**config.mk**
```make
export PLATFORM = sky130hd
export DESIGN_NAME = tasf_state
export DESIGN_NICKNAME = d
export VERILOG_FILES = /design/src/hdl/tasf_pkg.sv /design/src/hdl/tasf_state.sv
export SDC_FILE = /design/constraint.sdc
export NUM_CORES = 1
export LEC_CHECK = 0
export BUFFER_PORTS_ARGS = -buffer_cell sky130_fd_sc_hd__buf_2
export CELL_PAD_IN_SITES_DETAIL_PLACEMENT = 1
export CELL_PAD_IN_SITES_GLOBAL_PLACEMENT = 2
export CORE_MARGIN = 4
export CORE_UTILIZATION = 43
export CTS_BUF_LIST = sky130_fd_sc_hd__clkbuf_2 sky130_fd_sc_hd__clkbuf_4 sky130_fd_sc_hd__clkbuf_8
export DETAILED_ROUTE_END_ITERATION = 16
export PLACE_DENSITY_LB_ADDON = 0.1
export SLEW_MARGIN = 25
export SYNTH_ARGS = -nofsm -noshare
export SYNTH_HDL_FRONTEND = slang
export SYNTH_SLANG_ARGS = --single-unit
```
**constraint.sdc**
```tcl
create_clock -name clock -period 2.3 [get_ports clock]
set_input_delay 0.115 -clock clock [delete_from_list [all_inputs] [get_ports clock]]
set_output_delay 0.115 -clock clock [all_outputs]
set_load 0.02 [all_outputs]
```
**src/hdl/tasf_pkg.sv**
```systemverilog
// Package: types, constants and register codes for the trend-adaptive smoothing filter.
`timescale 1ns / 1ps
`default_nettype none
package tasf_pkg;

   localparam int CHANNELS    = 6;
   localparam int SAMPLE_BITS = 12;
   localparam int FRAC_BITS   = 16;
   localparam int COEF_W      = 16;
   localparam int CH_W        = (CHANNELS > 1) ? $clog2(CHANNELS) : 1;
   localparam int VALUE_W     = SAMPLE_BITS + FRAC_BITS;
   localparam int OUT_W       = 28;
   localparam int CSR_IDX_W   = 2;

   localparam logic [CSR_IDX_W-1:0] CSR_COEF_RESTART = 2'd0;
   localparam logic [CSR_IDX_W-1:0] CSR_COEF_FLOOR   = 2'd1;
   localparam logic [CSR_IDX_W-1:0] CSR_COEF_CAP     = 2'd2;

   localparam logic [COEF_W-1:0] COEF_RESTART_RST = 16'd66;
   localparam logic [COEF_W-1:0] COEF_FLOOR_RST   = 16'd655;
   localparam logic [COEF_W-1:0] COEF_CAP_RST     = 16'd64881;

   typedef struct packed {
      logic [2:0]  channel;
      logic [11:0] sample;
   } req_word_type;

   typedef struct packed {
      logic [2:0]       channel_out;
      logic [OUT_W-1:0] filtered;
   } rsp_word_type;

   typedef struct packed {
      logic [COEF_W-1:0] coef_restart;
      logic [COEF_W-1:0] coef_floor;
      logic [COEF_W-1:0] coef_cap;
   } coef_cfg_type;

   typedef struct packed {
      logic [VALUE_W-1:0] filter_value;
      logic               trend_rising;
      logic [COEF_W-1:0]  coefficient;
   } chan_state_type;

endpackage
`default_nettype wire

```
**src/hdl/tasf_state.sv**
```systemverilog
// Per-channel filter state: filtered value, trend bit and coefficient.
`timescale 1ns / 1ps
`default_nettype none
module tasf_state
   import tasf_pkg::*;
(
   input  wire logic            clock,
   input  wire logic            reset,
   input  wire logic [CH_W-1:0] rd_index,
   output chan_state_type       rd_entry,
   input  wire logic            wr_en,
   input  wire logic [CH_W-1:0] wr_index,
   input  chan_state_type       wr_entry
);

   chan_state_type state_ff [CHANNELS];

   always_comb begin
      if (32'(rd_index) < CHANNELS) begin
         rd_entry = state_ff[rd_index];
      end else begin
         rd_entry = '0;
      end
   end

   always_ff @(posedge clock) begin
      if (reset) begin
         for (int i = 0; i < CHANNELS; i++) begin
            state_ff[i] <= '0;
         end
      end else if (wr_en && (32'(wr_index) < CHANNELS)) begin
         state_ff[wr_index] <= wr_entry;
      end
   end

endmodule
`default_nettype wire

```
# --- Word-level counts from Yosys, hierarchy flattened ---
# Memory sizes are Yosys's and may differ from the RTL's.
# Index checks and enable logic that the tools add are counted.
totals:
  reg_bits: 0
  mem_bits_rw: 270
  in_bits: 54
  out_inout_bits: 45
  elab_cells: 14
  n_memories: 1
op_classes:
  n_lt_le_gt_ge: 2
  muxes: 9
  n_reduce_logical: 2
mem_list:
  columns: ["memory", "depth", "width", "read_ports", "rd_clocked_by_memory_dff", "write_ports", "line_no", "text"]
  rows:
  - ["state_ff", 6, 45, 1, 0, 6, "tasf_state.sv:16", "chan_state_type state_ff [CHANNELS];"]
op_table:
  columns: ["operator", "n"]
  rows:
  - ["$mux W45", 2]
  - ["$reduce_or A45 Y1", 1]
  - ["$lt A3 B3 Y1 const B", 2]
  - ["$mux W1", 6]
  - ["$mux W3", 1]
  - ["$logic_and A1 B1 Y1", 1]

# --- Logic depth before layout (Yosys ltp) ---
# Gate-level depths: netlist of the first run.
logic_depth:
  word_depth: 7
  mapped_depth: 5
  ltp_nobuf: 3

# --- Least setup slack after synthesis of the first run ---
# No wires, ideal clock.
synth_timing:
  path_type: "input port to flip-flop"
  from: "input wr_en"
  to: "memory state_ff[1][0] (netlist name), enable pin"
  t_arrival_ns: 1.656
  setup_slack_ns: 0.234
  stages: 4
  path_cell_list: "nor2b_1 buf_4 nand3_2 nand2b_1"
synth_rtl:
  columns: ["element", "line_no", "text"]
  rows:
  - ["start, declared", "tasf_state.sv:11", "input wire logic wr_en,"]
  - ["end, declared", "tasf_state.sv:16", null]

==> results of run 1 <==
[Yosys cell counts (all sizes together)]
| cell | number | area [um2] |
|---|---|---|
| edfxtp | 270 | 8110 |
| clkbuf | 26 | 97.6 |
| or2 | 1 | 6.26 |
| nor3b | 2 | 20.0 |
| nand2b | 6 | 37.5 |
| nor2 | 182 | 683 |
| mux2 | 45 | 507 |
| o221ai | 45 | 394 |
| and3 | 1 | 6.26 |
| buf | 33 | 183 |
| a41o | 1 | 10.0 |
| inv | 46 | 173 |
| mux2i | 90 | 901 |
| nand3 | 47 | 240 |
| nor2b | 2 | 12.5 |
| nand2 | 48 | 180 |
| and2 | 44 | 275 |
[path summary, 6_finish.rpt]
kind                                             to                          from  slack, ns  depth (start not counted)
worst max-delay path                    rd_entry[0]  state_ff[0][0]$_SDFFCE_PN0P_       0.50                          4
worst min-delay path  state_ff[4][44]$_SDFFCE_PN0P_                   wr_index[2]       0.07                          2
[power by group]
| group | switching (uW) | internal, uW | total [uW] |
|---|---|---|---|
| combinational | 691 | 418 | 1110 |
| sequential | 82.9 | 5730 | 5810 |
| clock | 1850 | 2220 | 4070 |
[logic make-up after synthesis]
kind of cell,Yosys count,share of synthesized area (%)
compound gates,46,3.42
flops,270,68.5
simple gates,333,12.3
buf+inv,105,3.83
mux,135,11.9
[final cells by class]
cell class / instances / area (um2)
Sequential cell: 270 / 8110
Inverter: 46 / 173
Multi-Input combinational cell: 514 / 3320
Fill cell: 2738 / 12800
Timing Repair Buffer: 178 / 1320
Clock inverter: 13 / 52.6
Clock buffer: 66 / 802
Tap cell: 341 / 427
[metrics by stage]
step / cell area, um2 / std cells / util, %
floorplan: 11800 / 889 / -
global placement: 12900 / 1304 / 47.7
detailed placement: 12900 / 1304 / 47.7
CTS: 14200 / 1428 / 52.6
global route: 14200 / 1428 / 52.6
finish: 14200 / 1428 / 52.6
[metal layers]
layer  wire length, um  share of wire, %
met4               411               1.3
met5                 0                 0
met2             15900                50
met3              1490               4.7
met1             13800                44
[critical path, cell delays in order, from the launching register on]
cell      delay [ns]
edfxtp_1        0.38
mux2_2          0.27
nand2_1         0.06
o221ai_1        0.20
buf_2           0.24
==> run summary, run 1 <==
status = finished, final reports clean
Die Ht = 174 um
biggest registers after layout = state_ff x270
Tcrit/Tclk final = 78.1%
Setup WS pre-CTS = 0.541 ns
worst slew pin tran = 0.686 ns
share of post-route cells with drive strength above 1 = 24.3%
PnR worst setup slack = 0.503 ns
Slew Limit Headroom = 54.3%
Avg Cell Area, Syn = 13.3 um2
Arr. time, crit path = 1.68 ns
# IOs = 99
commonest non-fill, non-tap cells in the layout = 270 x edfxtp_1, 181 x nor2_1, 97 x buf_2
Slew Viols, Final = 0
met1 usage = 27.9%
Synth Instances = 889
row count = 60
Wirelength per Cell = 22.1 um
Root Driver = clkbuf_8
PD cells = 774 nW/um2
setup TNS = 0 ns
GRT Total Usage = 21.1%
hold slack = 0.0662 ns
largest fanout on the critical path = 1
max reg flops = 270
GRT met3 Usage = 3.22%
I/O Buffers = 98
initial antenna violation count = 0
HPWL Detailed = 18200 um
# setup viols final = 0
GPL Wtd Cong = 0.759
CTS Sinks = 270
fin nets = 1111
Post-CTS Hold Fix Bufs = 45
worst path required time = 2.18 ns
global routing's busiest layer = met2
Power, Total = 11000 uW
Crit Path Category = register to output pin
global-route wire length before repair = 49800 um
Routed WL = 31600 um
CP endpoint kind = output pin
Antenna Nets Post-Route = 0
die width = 174 um
DR iter-0 viols = 440
Period minus WS final = 1.80 ns
crit start category = register
initial core utilization = 43.8%
Die Area = 30200 um2
M2 GR Usage = 37.0%
CTS Buffer Depth = 3
RSZ-0062 raised after global routing = false
Overflow after GRT = 0
Resize count post-CTS = 0
vias in the first global route = 8603
sequential-to-total area share from yosys stat = 68.5%
post-CTS setup buffers = 0
post-synthesis instance area = 11800 um2
Most flops, register = state_ff
worst hold path type = input pin to register
routed vias/inst = 5.35
Clk pin slew, worst setup/hold paths = 0.05 ns
VDD IR max = 0.411 mV
Leak Pwr = 0.00551 uW
register bit count reported by yosys = 270
DRC = 0
CTS H-tree lvls = 2
total iterations of the first detailed-routing run = 5
commonest non-fill, non-tap cell in the layout = edfxtp_1
CTS buffer count = 47
P&R area growth vs syn = 20.0%
syn nets = 943
Vias = 7633
pin count of the biggest net entering global routing = 46
Hold Vio Cnt, Final = 0
Max Cap Viol = 0
CTS tree = built
diodes inserted = 0
Synth cell types = 20
core footprint = 27000 um2
synthesis warning total = 0
Max Freq = 556 MHz
(Power assumes the default switching activity.)
==> inputs of run 2 (changes only) <==
--- a/config.mk
+++ b/config.mk
@@ -9,7 +9,7 @@
 export CELL_PAD_IN_SITES_DETAIL_PLACEMENT = 1
 export CELL_PAD_IN_SITES_GLOBAL_PLACEMENT = 2
 export CORE_MARGIN = 4
-export CORE_UTILIZATION = 43
+export CORE_UTILIZATION = 39
 export CTS_BUF_LIST = sky130_fd_sc_hd__clkbuf_2 sky130_fd_sc_hd__clkbuf_4 sky130_fd_sc_hd__clkbuf_8
 export DETAILED_ROUTE_END_ITERATION = 16
 export PLACE_DENSITY_LB_ADDON = 0.1
==> constraint.sdc (replaced) <==
create_clock -name clock -period 1.5 [get_ports clock]
set_input_delay 0.075 -clock clock [delete_from_list [all_inputs] [get_ports clock]]
set_output_delay 0.075 -clock clock [all_outputs]
set_load 0.02 [all_outputs]
==> run summary, run 2 (synthesized netlist as in run 1, its figures left out) <==
biggest registers after layout = state_ff x270 (unchanged)
row count = 63 (was 60)
Tcrit/Tclk final = 110%
routed vias/inst = 5.20 (was 5.35)
I/O Buffers = 98 (unchanged)
crit start category = register (unchanged)
Power, Total = 17300 uW (was 11000 uW)
commonest non-fill, non-tap cell in the layout = edfxtp_1 (unchanged)
Max Cap Viol = 0 (unchanged)
Setup crit start = state_ff[0][23]$_SDFFCE_PN0P_ (was state_ff[0][0]$_SDFFCE_PN0P_)
DRC = 0 (unchanged)
# setup viols final = 45 (was 0)
Root Driver = clkbuf_8 (unchanged)
CTS buffer count = 46 (was 47)
fin nets = 1121 (was 1111)
Routed WL = 32800 um (was 31600 um)
Arr. time, crit path = 1.58 ns (was 1.68 ns)
Vias = 7763 (was 7633)
Slew Limit Headroom = 75.2% (was 54.3%)
vias in the first global route = 8785 (was 8603)
Period minus WS final = 1.66 ns
Die Area = 33200 um2 (was 30200 um2)
min-delay src = wr_index[0] (was wr_index[2])
GPL Wtd Cong = 0.741 (was 0.759)
total iterations of the first detailed-routing run = 5 (unchanged)
global-route wire length before repair = 50900 um (was 49800 um)
worst hold path type = input pin to register (unchanged)
PD cells = 1170 nW/um2 (was 774 nW/um2)
P&R area growth vs syn = 24.9% (was 20.0%)
CP endpoint kind = output pin (unchanged)
Overflow after GRT = 0 (unchanged)
Die Ht = 182 um (was 174 um)
share of post-route cells with drive strength above 1 = 26.7% (was 24.3%)
Clk pin slew, worst setup/hold paths = 0.06 ns (was 0.05 ns)
commonest non-fill, non-tap cells in the layout = 270 x edfxtp_1, 181 x nor2_1, 90 x mux2i_1 (was 270 x edfxtp_1, 181 x nor2_1, 97 x buf_2)
post-CTS setup buffers = 0 (unchanged)
VDD IR max = 0.633 mV (was 0.411 mV)
RSZ-0062 raised after global routing = true (was false)
initial antenna violation count = 0 (unchanged)
pin count of the biggest net entering global routing = 46 (unchanged)
dpl cells = 1365 (was 1304)
CTS Buffer Depth = 3 (unchanged)
PnR worst setup slack = -0.157 ns (was 0.503 ns)
Slew Viols, Final = 0 (unchanged)
DR iter-0 viols = 437 (was 440)
die width = 182 um (was 174 um)
Most flops, register = state_ff (unchanged)
CTS tree = built (unchanged)
Max Freq = 604 MHz
CTS Sinks = 270 (unchanged)
Leak Pwr = 0.00572 uW (was 0.00551 uW)
# IOs = 99 (unchanged)
Crit Path Category = register to output pin (unchanged)
HPWL Detailed = 18800 um (was 18200 um)
WHS Path Cells = 3 (was 2)
GRT Total Usage = 19.9% (was 21.1%)
Wirelength per Cell = 21.9 um (was 22.1 um)
Antenna Nets Post-Route = 0 (unchanged)
worst path required time = 1.42 ns (was 2.18 ns)
worst slew pin tran = 0.372 ns (was 0.686 ns)
largest fanout on the critical path = 1 (unchanged)
status = finished with violations (was finished, final reports clean)
CTS H-tree lvls = 2 (unchanged)
max reg flops = 270 (unchanged)
Non-Filler Instances = 1494 (was 1428)
core footprint = 29800 um2 (was 27000 um2)
initial core utilization = 39.7% (was 43.8%)
failing checks = negative setup slack
Hold Vio Cnt, Final = 0 (unchanged)
[run 2: changes by cell type in the layout (fill, tap and decap cells not counted), sizes merged]
cell / previous run / this run
buf: 133 / 145
clkinv: 13 / 21
clkbuf: 66 / 60
bufinv: 0 / 2
clkinvlp: 0 / 1
diode: 0 / 1
dlygate4sd3: 45 / 44
[run 2: power breakdown]
part           leakage (uW)  total (uW)  switching, uW  internal (uW)
logic               0.00265        1890           1120            770
clock network      0.000473        6510           2930           3580
registers           0.00259        8910            131           8780
total               0.00572       17300           4180          13100
[run 2: worst max-delay path, cell delays in order, from the launching register on]
cell,delay (ns)
edfxtp_1,0.37
mux2_2,0.27
nand2_1,0.08
o221ai_2,0.12
buf_4,0.19
[run 2: metal layers]
| layer | global-route usage (%) | vias to the layer above | part of all wire (%) |
|---|---|---|---|
| li1 | - | 3577 | - |
| met1 | 26.6 | 3971 | 44 |
| met2 | 34.8 | 173 | 51 |
| met3 | 2.69 | 42 | 3.8 |
| met4 | 4.26 | 0 | 1.3 |
| met5 | 0 | - | 0 |
[run 2: layout make-up]
type	count	area [um2]
fillers	3054	15000
flip-flops and latches	270	8110
multi-input cells	514	3470
repair buffers	189	1640
clock buffers	60	744
well taps	390	488
inverters	46	173
clock inverters	24	154
diodes	1	2.50
[run 2: stage by stage]
stage               setup TNS, ns  hold WS [ns]  worst slack [ns]  utilization [%]  cell area (um2)
CTS                         -6.90        0.0368            -0.195             49.4            14700
finish                      -5.09        0.0618            -0.157             49.6            14800
global route                -8.75        0.0403            -0.228             49.6            14800
global placement                0         0.366             0.120             44.4            13200
floorplan                       0         0.271            0.0105                -            11900
detailed placement              0         0.373            0.0697             44.4            13200
[run 2: path summary, 6_finish.rpt]
kind,endpoint,slack (ns)
setup / recovery,rd_entry[23],-0.16
hold / removal,state_ff[4][44]$_SDFFCE_PN0P_,0.06
[run 2: repair_timing]
item                                    in CTS  in global routing
gates cloned                                 0                  0
pin swaps                                    0                  0
hold buffers                                44                  0
hold endpoints to repair                   127                  0
gates resized for setup                     36                 13
endpoints found under the setup margin      45                 45
