===== config.mk =====
export PLATFORM = sky130hd
export DESIGN_NAME = tasf_csr
export DESIGN_NICKNAME = d
export VERILOG_FILES = /design/src/hdl/tasf_pkg.sv /design/src/hdl/tasf_csr.sv
export SDC_FILE = /design/constraint.sdc
export NUM_CORES = 1
export LEC_CHECK = 0
export ABC_AREA = 1
export BUFFER_PORTS_ARGS = -buffer_cell sky130_fd_sc_hd__buf_4
export CORE_ASPECT_RATIO = 1.4
export CORE_UTILIZATION = 39
export CTS_CLUSTER_SIZE = 12
export DETAILED_ROUTE_END_ITERATION = 7
export GPL_ROUTABILITY_DRIVEN = 0
export HOLD_SLACK_MARGIN = 0.05
export PLACE_DENSITY = 0.65
export SYNTH_ARGS = -nofsm -noshare
export SYNTH_HDL_FRONTEND = slang
export SYNTH_SLANG_ARGS = --single-unit

===== constraint.sdc =====
create_clock -name clock -period 1.08 [get_ports clock]
set_input_delay 0.054 -clock clock [delete_from_list [all_inputs] [get_ports clock]]
set_output_delay 0.054 -clock clock [all_outputs]
set_load 0.02 [all_outputs]

===== src/hdl/tasf_pkg.sv =====
// Package: types, constants and register codes for the trend-adaptive smoothing filter.
`timescale 1ns / 1ps
`default_nettype none
package tasf_pkg;

   localparam int CHANNELS    = 6;
   localparam int SAMPLE_BITS = 12;
   localparam int FRAC_BITS   = 16;
   localparam int COEF_W      = 16;
   localparam int CH_W        = (CHANNELS > 1) ? $clog2(CHANNELS) : 1;
   localparam int VALUE_W     = SAMPLE_BITS + FRAC_BITS;
   localparam int OUT_W       = 28;
   localparam int CSR_IDX_W   = 2;

   localparam logic [CSR_IDX_W-1:0] CSR_COEF_RESTART = 2'd0;
   localparam logic [CSR_IDX_W-1:0] CSR_COEF_FLOOR   = 2'd1;
   localparam logic [CSR_IDX_W-1:0] CSR_COEF_CAP     = 2'd2;

   localparam logic [COEF_W-1:0] COEF_RESTART_RST = 16'd66;
   localparam logic [COEF_W-1:0] COEF_FLOOR_RST   = 16'd655;
   localparam logic [COEF_W-1:0] COEF_CAP_RST     = 16'd64881;

   typedef struct packed {
      logic [2:0]  channel;
      logic [11:0] sample;
   } req_word_type;

   typedef struct packed {
      logic [2:0]       channel_out;
      logic [OUT_W-1:0] filtered;
   } rsp_word_type;

   typedef struct packed {
      logic [COEF_W-1:0] coef_restart;
      logic [COEF_W-1:0] coef_floor;
      logic [COEF_W-1:0] coef_cap;
   } coef_cfg_type;

   typedef struct packed {
      logic [VALUE_W-1:0] filter_value;
      logic               trend_rising;
      logic [COEF_W-1:0]  coefficient;
   } chan_state_type;

endpackage
`default_nettype wire


===== src/hdl/tasf_csr.sv =====
// Configuration registers: restart, floor and cap coefficients.
`timescale 1ns / 1ps
`default_nettype none
module tasf_csr
   import tasf_pkg::*;
(
   input  wire logic                 clock,
   input  wire logic                 reset,
   input  wire logic                 csr_valid,
   output logic                      csr_ready,
   input  wire logic [CSR_IDX_W-1:0] csr_index,
   input  wire logic [COEF_W-1:0]    csr_data,
   output coef_cfg_type              cfg
);

   coef_cfg_type cfg_ff, cfg_in;

   assign csr_ready = 1'b1;
   assign cfg       = cfg_ff;

   always_comb begin
      cfg_in = cfg_ff;
      if (csr_valid) begin
         case (csr_index)
            CSR_COEF_RESTART: cfg_in.coef_restart = csr_data;
            CSR_COEF_FLOOR:   cfg_in.coef_floor   = csr_data;
            CSR_COEF_CAP:     cfg_in.coef_cap     = csr_data;
            default:          cfg_in = cfg_ff;
         endcase
      end
   end

   always_ff @(posedge clock) begin
      if (reset) begin
         cfg_ff.coef_restart <= COEF_RESTART_RST;
         cfg_ff.coef_floor   <= COEF_FLOOR_RST;
         cfg_ff.coef_cap     <= COEF_CAP_RST;
      end else begin
         cfg_ff <= cfg_in;
      end
   end

endmodule
`default_nettype wire


; After elaboration in Yosys (flattened, before gate mapping)
; Index checks and enable logic that the tools add are counted.
[classes]
eq_ne = 2
n_reduce_logical = 4
[op_table]
columns = op, count
row1 = AND reduction 2 bit, 3
row2 = == test 2 x 1 -> 1 bit (second input constant), 1
row3 = == test 2 bit (second input constant), 1
row4 = zero test 2 bit, 1
[word_totals]
output_inout_bits = 49
regBits = 48
in_bits = 21
wordCells = 9

; Depth between registers and ports, before layout
; Gate-level depths: netlist (run 1).
[depth]
depth_word = 2
ltp_mapped = 7
ltp_nobuf = 5

; Least setup slack after synthesis (run 1)
; No wires, ideal clock.
[synth_timing]
path_kind = input -> register
start = input csr_index[0]
end = register cfg_ff (netlist bit cfg[40])
stages = 6
slack_ns = 0.282
n_path_buf = 2
required_ns = 0.965
t_arrival_ns = 0.683
setup_time_ns = 0.115
cell_sequence = buf_4 -> nor2_2 -> buf_2 -> nand3_1 -> nand2_1 -> nor2_1
[synth_between]
elab_chain_cells = 2
[synth_lines]
columns = item, line
row1 = from (decl), tasf_csr.sv:11  ; input wire logic [CSR_IDX_W-1:0] csr_index,
row2 = zero test 2 bit, tasf_csr.sv:24  ; case (csr_index)
row3 = AND reduction 2 bit (no line), --
row4 = to (signal assigned), tasf_csr.sv:39  ; cfg_ff <= cfg_in;
row5 = to (decl), tasf_csr.sv:16  ; coef_cfg_type cfg_ff, cfg_in;
; No other way between the ends.
; A chain may end at the register's enable or synchronous reset.

; Worst setup path in the final report (run 1)
[layout_timing]
start = register cfg_ff (netlist bit cfg[31])
end = output cfg[31] (netlist name)
[layout_rtl]
columns = item, line
row1 = to (decl), tasf_csr.sv:13  ; output coef_cfg_type cfg
; No word-level cell between the ends.

==> impl_metrics.yaml, run 1 <==
status:
  status: "complete, no violations"
setup_path:
  crit_required_ns: 1.03
  worst-path-buf-inv: 1
  worstPathArrival_ns: 0.82
  critPathTopFamily: "flip-flops"
  critPathSlowestCell: "dfxtp_1"
  crit_path_cell_trace: "buf_4"
  cp-start-kind: "register"
  cp-end-kind: "primary output"
  cp_max_fo: 2
  path_class: "reg2out"
  critical_path.max_stage_delay_ns: 0.37
clocking:
  clk_root_buffer_cell: "clkbuf_8"
  cts-buffers-inserted: 5
  clk_path_buf_depth: 2
  clock-sinks: 48
  path_clk_slew_ns: 0.08
  post-cts-setup-buffers: 0
  tritoncts: "done"
  cts_resized: 0
  insertion_delay_ns: 0.30
  htree_levels: 2
timing:
  slew_viol_final: 0
  hold_viol: 0
  fmax_mhz: 1144
  fin_crit_ns: 0.8745
  setup_slack_ns: 0.2055
  setup_viol: 0
  post-route-period-util: 0.8097
  fin_setup_tns_ns: 0
  skew_ns: 0
  rsz0062_at_grt: "false"
detailed_routing:
  dr.pass1.iters: 4
  ant_nets: 0
  wl_microns: 5181
  drc: 0
  drt_iter0_drc: 106
  vias: 1945
  routedWlPerCell_microns: 12.28
  vias_per_cell: 4.609
global_route:
  grt_use_total: 0.2037
  grt_first_pass_wirelength_microns: 8507
  grt.overflow.total: 0
  antenna_found_initial: 0
  grt_start_max_net_pins: 49
  grt_pass1_vias: 1762
yosys:
  ys_warn_count: 0
  synthCells: 280
  synth_compound_area_frac: 0.03549
  synth_xor_area_frac: 0
  synth.area.mux_share: 0
  synth_top_family_by_area: "simple AND/OR/NAND/NOR gates"
  yosys.cell_types.count: 14
  syn_avg_cell_area_sq_um: 7.051
  ys_seq_area_frac: 0.4867
  synthSimpleGateAreaFrac: 0.3587
  synth_seq_cells: 48
  synth_area_sq_mm: 0.001974
  syn-num-nets: 301
  synthAdderAreaFrac: 0
run:
  drv_cap: 0
floorplan:
  start_util: 0.4078
  io_pins: 70
  die_x_microns: 62.14
  die_y_microns: 86.19
  fp.dieArea_sq_mm: 0.005355
  core_area_sq_mm: 0.004842
  rows: 30
cells_and_area:
  syn_to_final_growth_pct: 41.25
  stdcell_count: 422
  final_layout_size_suffix_gt1_frac: 0.2374
  fin_nets: 378
  largest_reg_flops: 48
  fin_util: 0.5760
  antenna_cells: 0
  nFillCells: 461
pwr:
  pwr-share-seq: 0.514
  finalPower_mw: 3.722
  ir_worst_vdd_mv: 0.7937
  p_sw_frac: 0.2763
  power_switching_mw: 1.029
  p_int_mw: 2.694
  combPwrFrac: 0.191
  p_clk_frac: 0.295
  power.leakage_nw: 1.443
  powerDensity_mw_per_mm2: 1335
place:
  dp_cells: 398
  dp_slack_ns: 0.1215
  hpwlAfterDp_microns: 3539
  portBuffers: 68
worst_hold_path:
  worstHoldPathType: "in2reg"
cells in the final DEF, fill, tap and decap left out, drive strengths merged:
master,instances
dfxtp,48
conb,1
buf,76
nand3,37
a21oi,14
clkbuf,8
nand4,17
inv,32
dlygate4sd3,16
nor2,45
nand2,64
logic make-up after synthesis:
logic type,count (synthesis)
DFF,48
buffers and inverters,54
and+or+nand+nor,163
other,1
AOI/OAI and AO/OA,14
final timing paths:
kind | startpoint | endpoint | slack (ns) | depth (start not counted)
max reg2reg | cfg[31] | cfg[31] | 0.43 | 4
min | csr_index[0] | cfg[16] | 0.11 | 3
max | cfg[31] | cfg[31] | 0.21 | 1
min reg2reg | cfg[18] | cfg[18] | 0.46 | 2
metrics by stage:
| stage | hold slack (ns) | cell area (sq um) |
|---|---|---|
| after floorplan | 0.1889 | 1974 |
| after global placement | 0.3137 | 2539 |
| after detailed placement | 0.3216 | 2539 |
| after CTS | 0.1055 | 2789 |
| after global routing | 0.1205 | 2789 |
| final | 0.1069 | 2789 |
tightest hold or removal path: cells and delay by family:
family / cells / cell delay [ns]
and+or+nand+nor: 2 / 0.18
buffers and inverters: 1 / 0.14
synth_stat cells:
library cell,instances,share of area
inv_1,31,0.059
nor2_2,1,0.0032
nor2_1,44,0.084
nand3_1,36,0.091
dfxtp_1,48,0.49
a21oi_1,14,0.035
nand2_1,64,0.12
buf_2,14,0.035
nand4_1,17,0.054
conb_1,1,0.0019
buf_4,3,0.011
nand3_2,1,0.0051
clkbuf_1,5,0.0095
inv_2,1,0.0019
cell type report:
class	instances	area, sq um	area share
Clock buffer	8	90.09	0.03230
Timing Repair Buffer	92	755.7	0.2710
Multi-Input combinational cell	178	782.0	0.2804
Inverter	32	120.1	0.04307
Tap cell	64	80.08	0.02871
Sequential cell	48	960.9	0.3445
timing repair:
item                                    4_1_cts  5_1_grt
endpoints found under the hold margin        21        0
endpoints found under the setup margin        0        0
hold buffers                                 16        0
power by group through the flow:
stage	clock, mW	sequential (mW)	combinational, mW
final	1.10	1.91	0.711
after global routing	1.21	1.93	0.779
after CTS	1.12	1.91	0.711
after detailed placement	0	1.96	0.664
after global placement	0	1.95	0.658
after floorplan	0	2.06	0.268
per-layer routing:
layer  track usage  part of all wire  vias to the layer above
met5             0                 0                        -
met4       0.09725             0.024                        0
met3       0.04737             0.046                        9
met2        0.3357              0.49                       59
met1        0.2516              0.44                      850
li1              -                 -                     1027
Power figures use the tool's default switching activity.
==> run 2, diff against run 1 <==
clock period = 0.83 ns   (was 1.08 ns; I/O delays follow)
==> impl_metrics.yaml, run 2 (synthesis results as in run 1) <==
status:
  status: "complete, no violations"
setup_path:
  critPathSlowestCell: "dfxtp_2"
  cp-end-kind: "primary output"
  cp-start-kind: "register"
  crit_required_ns: 0.79
  critical_path.max_stage_delay_ns: 0.36
  cp_max_fo: 2
  crit_path_cell_trace: "buf_6"
  critPathTopFamily: "flip-flops"
  path_class: "reg2out"
  worst-path-buf-inv: 1
  worstPathArrival_ns: 0.77
timing:
  fmax_mhz: 1233
  rsz0062_at_grt: "true"
  post-route-period-util: 0.9775
  skew_ns: 0
  slew_viol_final: 0
  fin_crit_ns: 0.8113
  hold_viol: 0
  setup_viol: 0
  hold_slack_ns: 0.05412
clocking:
  clk_root_buffer_cell: "clkbuf_8"
  clock-sinks: 48
  cts-buffers-inserted: 5
  clk_path_buf_depth: 2
  tritoncts: "done"
  htree_levels: 2
  path_clk_slew_ns: 0.09
  insertion_delay_ns: 0.29
pwr:
  combPwrFrac: 0.211
  powerDensity_mw_per_mm2: 1604
  p_clk_frac: 0.286
  power.leakage_nw: 1.574
  ir_worst_vdd_mv: 0.9071
  pwr-share-seq: 0.503
  power_switching_mw: 1.404
  p_int_mw: 3.636
  p_sw_frac: 0.2786
floorplan:
  fp.dieArea_sq_mm: 0.005355
  die_x_microns: 62.14
  io_pins: 70
  core_area_sq_mm: 0.004842
  die_y_microns: 86.19
  start_util: 0.4078
  rows: 30
cells_and_area:
  final_cell_mix: "64 x nand2_1, 48 x dfxtp_2, 48 x buf_6"
  stdcell_count: 432
  largest_reg_flops: 48
  final_layout_size_suffix_gt1_frac: 0.3967
  syn_to_final_growth_pct: 59.13
  antenna_cells: 0
  final_common_cell: "nand2_1"
  fin_nets: 388
  nFillCells: 429
worst_hold_path:
  worstHoldPathType: "in2reg"
detailed_routing:
  ant_nets: 0
  vias: 2013
  dr.pass1.iters: 4
  routedWlPerCell_microns: 12.87
  vias_per_cell: 4.660
  drc: 0
  drt_iter0_drc: 122
  wl_microns: 5560
run:
  drv_cap: 0
global_route:
  antenna_found_initial: 0
  grt_use_total: 0.2021
  grt_start_max_net_pins: 30
  grt.overflow.total: 0
  grt_first_pass_wirelength_microns: 8500
  grt_pass1_vias: 1752
place:
  hpwlAfterDp_microns: 3746
  dp_cells: 407
  portBuffers: 68
==> run 2: cell count changes in the layout (fill, tap and decap cells not counted) <==
cell           change
buf_4             -40
clkinv_2           +2
dfxtp_1           -48
clkbuf_1           -2
dlygate4sd3_1      -1
buf_6             +48
dfxtp_2           +48
buf_12             +3
==> run 2: routing by layer <==
| layer | share of wire | GRT usage | vias up |
|---|---|---|---|
| met4 | 0.015 | 0.07611 | 0 |
| met1 | 0.40 | 0.2467 | 909 |
| met3 | 0.049 | 0.04868 | 6 |
| li1 | - | - | 1049 |
| met2 | 0.54 | 0.3447 | 49 |
| met5 | 0 | 0 | - |
==> run 2: area by class of cell <==
type / count / area [sq um] / area share
repair buffers: 102 / 1046 / 0.3329
flip-flops and latches: 48 / 1021 / 0.3250
multi-input cells: 178 / 782.0 / 0.2489
inverters: 32 / 120.1 / 0.03823
clock buffers: 6 / 82.58 / 0.02628
well taps: 64 / 80.08 / 0.02549
clock inverters: 2 / 10.01 / 0.003186
==> run 2: what timing repair did <==
action / 4_1_cts / 5_1_grt
hold buffers: 15 / 0
hold endpoints to repair: 27 / 0
endpoints found under the setup margin: 21 / 49
gates resized for setup: 24 / 72
setup buffers: 0 / 3
==> run 2: through the flow <==
stage               total power, mW  area, sq um  TNS (ns)  utilization  worst slack (ns)
floorplan                     3.031         1974         0            -           0.04492
global placement              3.453         2644  -0.01475       0.5460          -0.01283
detailed placement            3.464         2644   -0.1331       0.5460          -0.01702
CTS                           4.951         2924         0       0.6039         0.0001633
global route                  5.272         3142  -0.07519       0.6488          -0.02084
finish                        5.040         3142         0       0.6488           0.01868
==> run 2: path summary, 6_finish.rpt <==
kind	to	cells after the start	startpoint	slack, ns
max	cfg[41]	1	cfg[41]	0.02
min	cfg[0]	3	csr_data[0]	0.05
max reg2reg	cfg[44]	3	cfg[44]	0.11
min reg2reg	cfg[13]	2	cfg[13]	0.47
==> run 2: power groups by stage <==
stage	Combinational [mW]	Clock, mW	Sequential (mW)
3_3_place_gp	0.912	0	2.54
5_1_grt	1.15	1.57	2.55
4_1_cts	0.985	1.47	2.50
2_1_floorplan	0.348	0	2.68
6_report	1.06	1.44	2.54
3_5_place_dp	0.922	0	2.54
==> run 3, diff against run 2 <==
ABC_AREA = not set   (was 1)
CELL_PAD_IN_SITES_DETAIL_PLACEMENT = 0   (was not set)
CELL_PAD_IN_SITES_GLOBAL_PLACEMENT = 2   (was not set)
CORE_UTILIZATION = 29   (was 39)
PLACE_DENSITY = not set   (was 0.65)
PLACE_DENSITY_LB_ADDON = 0.1   (was not set)
==> impl_metrics.yaml, run 3 <==
clocking:
  clock-sinks: 48
  insertion_delay_ns: 0.29
  path_clk_slew_ns: 0.09
  htree_levels: 2
  tritoncts: "done"
  clk_path_buf_depth: 2
  clk_root_buffer_cell: "clkbuf_8"
  cts-buffers-inserted: 5
yosys:
  yosys-top-cells-count: "48 x dfxtp_1, 48 x mux2i_1, 45 x nand2b_1, 35 x nor2_1, 9 x clkbuf_1"
  synth_edf_count: 0
  synth_area_sq_mm: 0.001968
  synth_flop_cell: "dfxtp_1"
  synth_seq_cells: 48
  ys_warn_count: 0
  synth_top_area_frac: 0.4882
  syn-num-nets: 218
  yosysTopAreaCell: "dfxtp_1"
  yosys.cell_types.count: 12
  ys_seq_area_frac: 0.4882
  syn_avg_cell_area_sq_um: 9.991
  synthCells: 197
  synthTopCellsByArea: "dfxtp_1 49%, mux2i_1 24%, nand2b_1 14%"
  async_flop_share: 0
floorplan:
  die_x_microns: 71.63
  rows: 35
  start_util: 0.2996
  fp.dieArea_sq_mm: 0.007125
  die_y_microns: 99.48
  core_area_sq_mm: 0.006569
  io_pins: 70
setup_path:
  crit_path_cell_trace: "buf_6"
  cp-start-kind: "register"
  critPathSlowestCell: "dfxtp_2"
  path_class: "reg2out"
  critical_path.max_stage_delay_ns: 0.36
  critPathTopFamily: "flip-flops"
  cp-end-kind: "primary output"
  crit_required_ns: 0.79
  worst-path-buf-inv: 1
  worstPathArrival_ns: 0.76
  cp_max_fo: 2
worst_hold_path:
  worstHoldPathType: "in2reg"
timing:
  slew_viol_final: 0
  fin_crit_ns: 0.8063
  fmax_mhz: 1240
  setup_viol: 0
  post-route-period-util: 0.9714
  rsz0062_at_grt: "true"
  hold_viol: 0
  setup_slack_ns: 0.02370
  skew_ns: 0
global_route:
  grt_pass1_vias: 1526
  antenna_found_initial: 0
  grt_first_pass_wirelength_microns: 7376
  grt.overflow.total: 0
  grt_use_total: 0.1320
  grt_start_max_net_pins: 39
detailed_routing:
  drt_iter0_drc: 46
  drc: 0
  vias: 1572
  dr.pass1.iters: 3
  ant_nets: 0
  wl_microns: 4534
  vias_per_cell: 4.343
  routedWlPerCell_microns: 12.52
cells_and_area:
  nFillCells: 626
  largest_reg_flops: 48
  fin_nets: 308
  antenna_cells: 0
  syn_to_final_growth_pct: 60.58
  fin_util: 0.4811
  final_cell_mix: "48 x mux2i_1, 48 x dfxtp_2, 45 x nand2b_1, 45 x buf_6, 34 x nor2_1"
  final_layout_size_suffix_gt1_frac: 0.4792
place:
  dp_slack_ns: -0.1356
  portBuffers: 68
  hpwlAfterDp_microns: 3260
pwr:
  power.leakage_nw: 1.356
  powerDensity_mw_per_mm2: 1481
  ir_worst_vdd_mv: 0.8830
run:
  drv_cap: 0
status:
  status: "complete, no violations"
[run 3: what timing repair did]
| action | in CTS | in global routing |
|---|---|---|
| hold endpoints to repair | 34 | 0 |
| setup endpoints to repair | 39 | 46 |
| buffers inserted | 1 | 1 |
| resized for setup | 60 | 34 |
| hold buffers | 16 | 0 |
[run 3: report_power, final]
group / internal, mW / leakage [nW] / switching (mW)
registers: 2.40 / 0.396 / 0.0581
clock network: 0.678 / 0.0445 / 0.759
logic: 0.441 / 0.916 / 0.346
total: 3.52 / 1.36 / 1.16
[run 3: cell type report]
cell class,count,area [sq um],area share
multi-input combinational,135,953.4,0.3017
clock buffer,7,86.33,0.02732
timing repair buffer,97,999.7,0.3163
sequential,48,1021,0.3230
clock inverter,1,7.507,0.002375
tap,74,92.59,0.02930
[run 3: stage by stage]
stage	hold slack [ns]	TNS [ns]	total power, mW	instance area [sq um]	std cells
2_1_floorplan	0.1968	0	2.838	1968	197
3_3_place_gp	0.3129	-1.726	3.168	2660	336
3_5_place_dp	0.3182	-1.755	3.169	2660	336
4_1_cts	0.1066	0	4.749	3049	361
5_1_grt	0.1171	-0.1776	4.940	3161	362
6_report	0.1091	0	4.682	3161	362
[run 3: logic make-up (layout without fill, tap and decap cells)]
group,Yosys count,count (layout),synth area share
DFF,48,48,0.4882
muxes,48,48,0.2441
other,1,1,0.001905
buffers and inverters,14,105,0.03115
and+or+nand+nor,86,86,0.2346
[run 3: final timing paths]
check | depth (start not counted) | from | endpoint | slack [ns]
max | 1 | cfg[42] | cfg[42] | 0.02
min reg2reg | 2 | cfg[28] | cfg[28] | 0.48
min | 3 | reset | cfg[12] | 0.11
max reg2reg | 3 | cfg[47] | cfg[47] | 0.16
[run 3: metal layers]
metal	up-vias	global-route usage	wire, microns
li1	819	-	-
met1	701	0.1763	2096
met2	46	0.1996	2072
met3	6	0.03951	297
met4	0	0.04977	68
met5	-	0	0
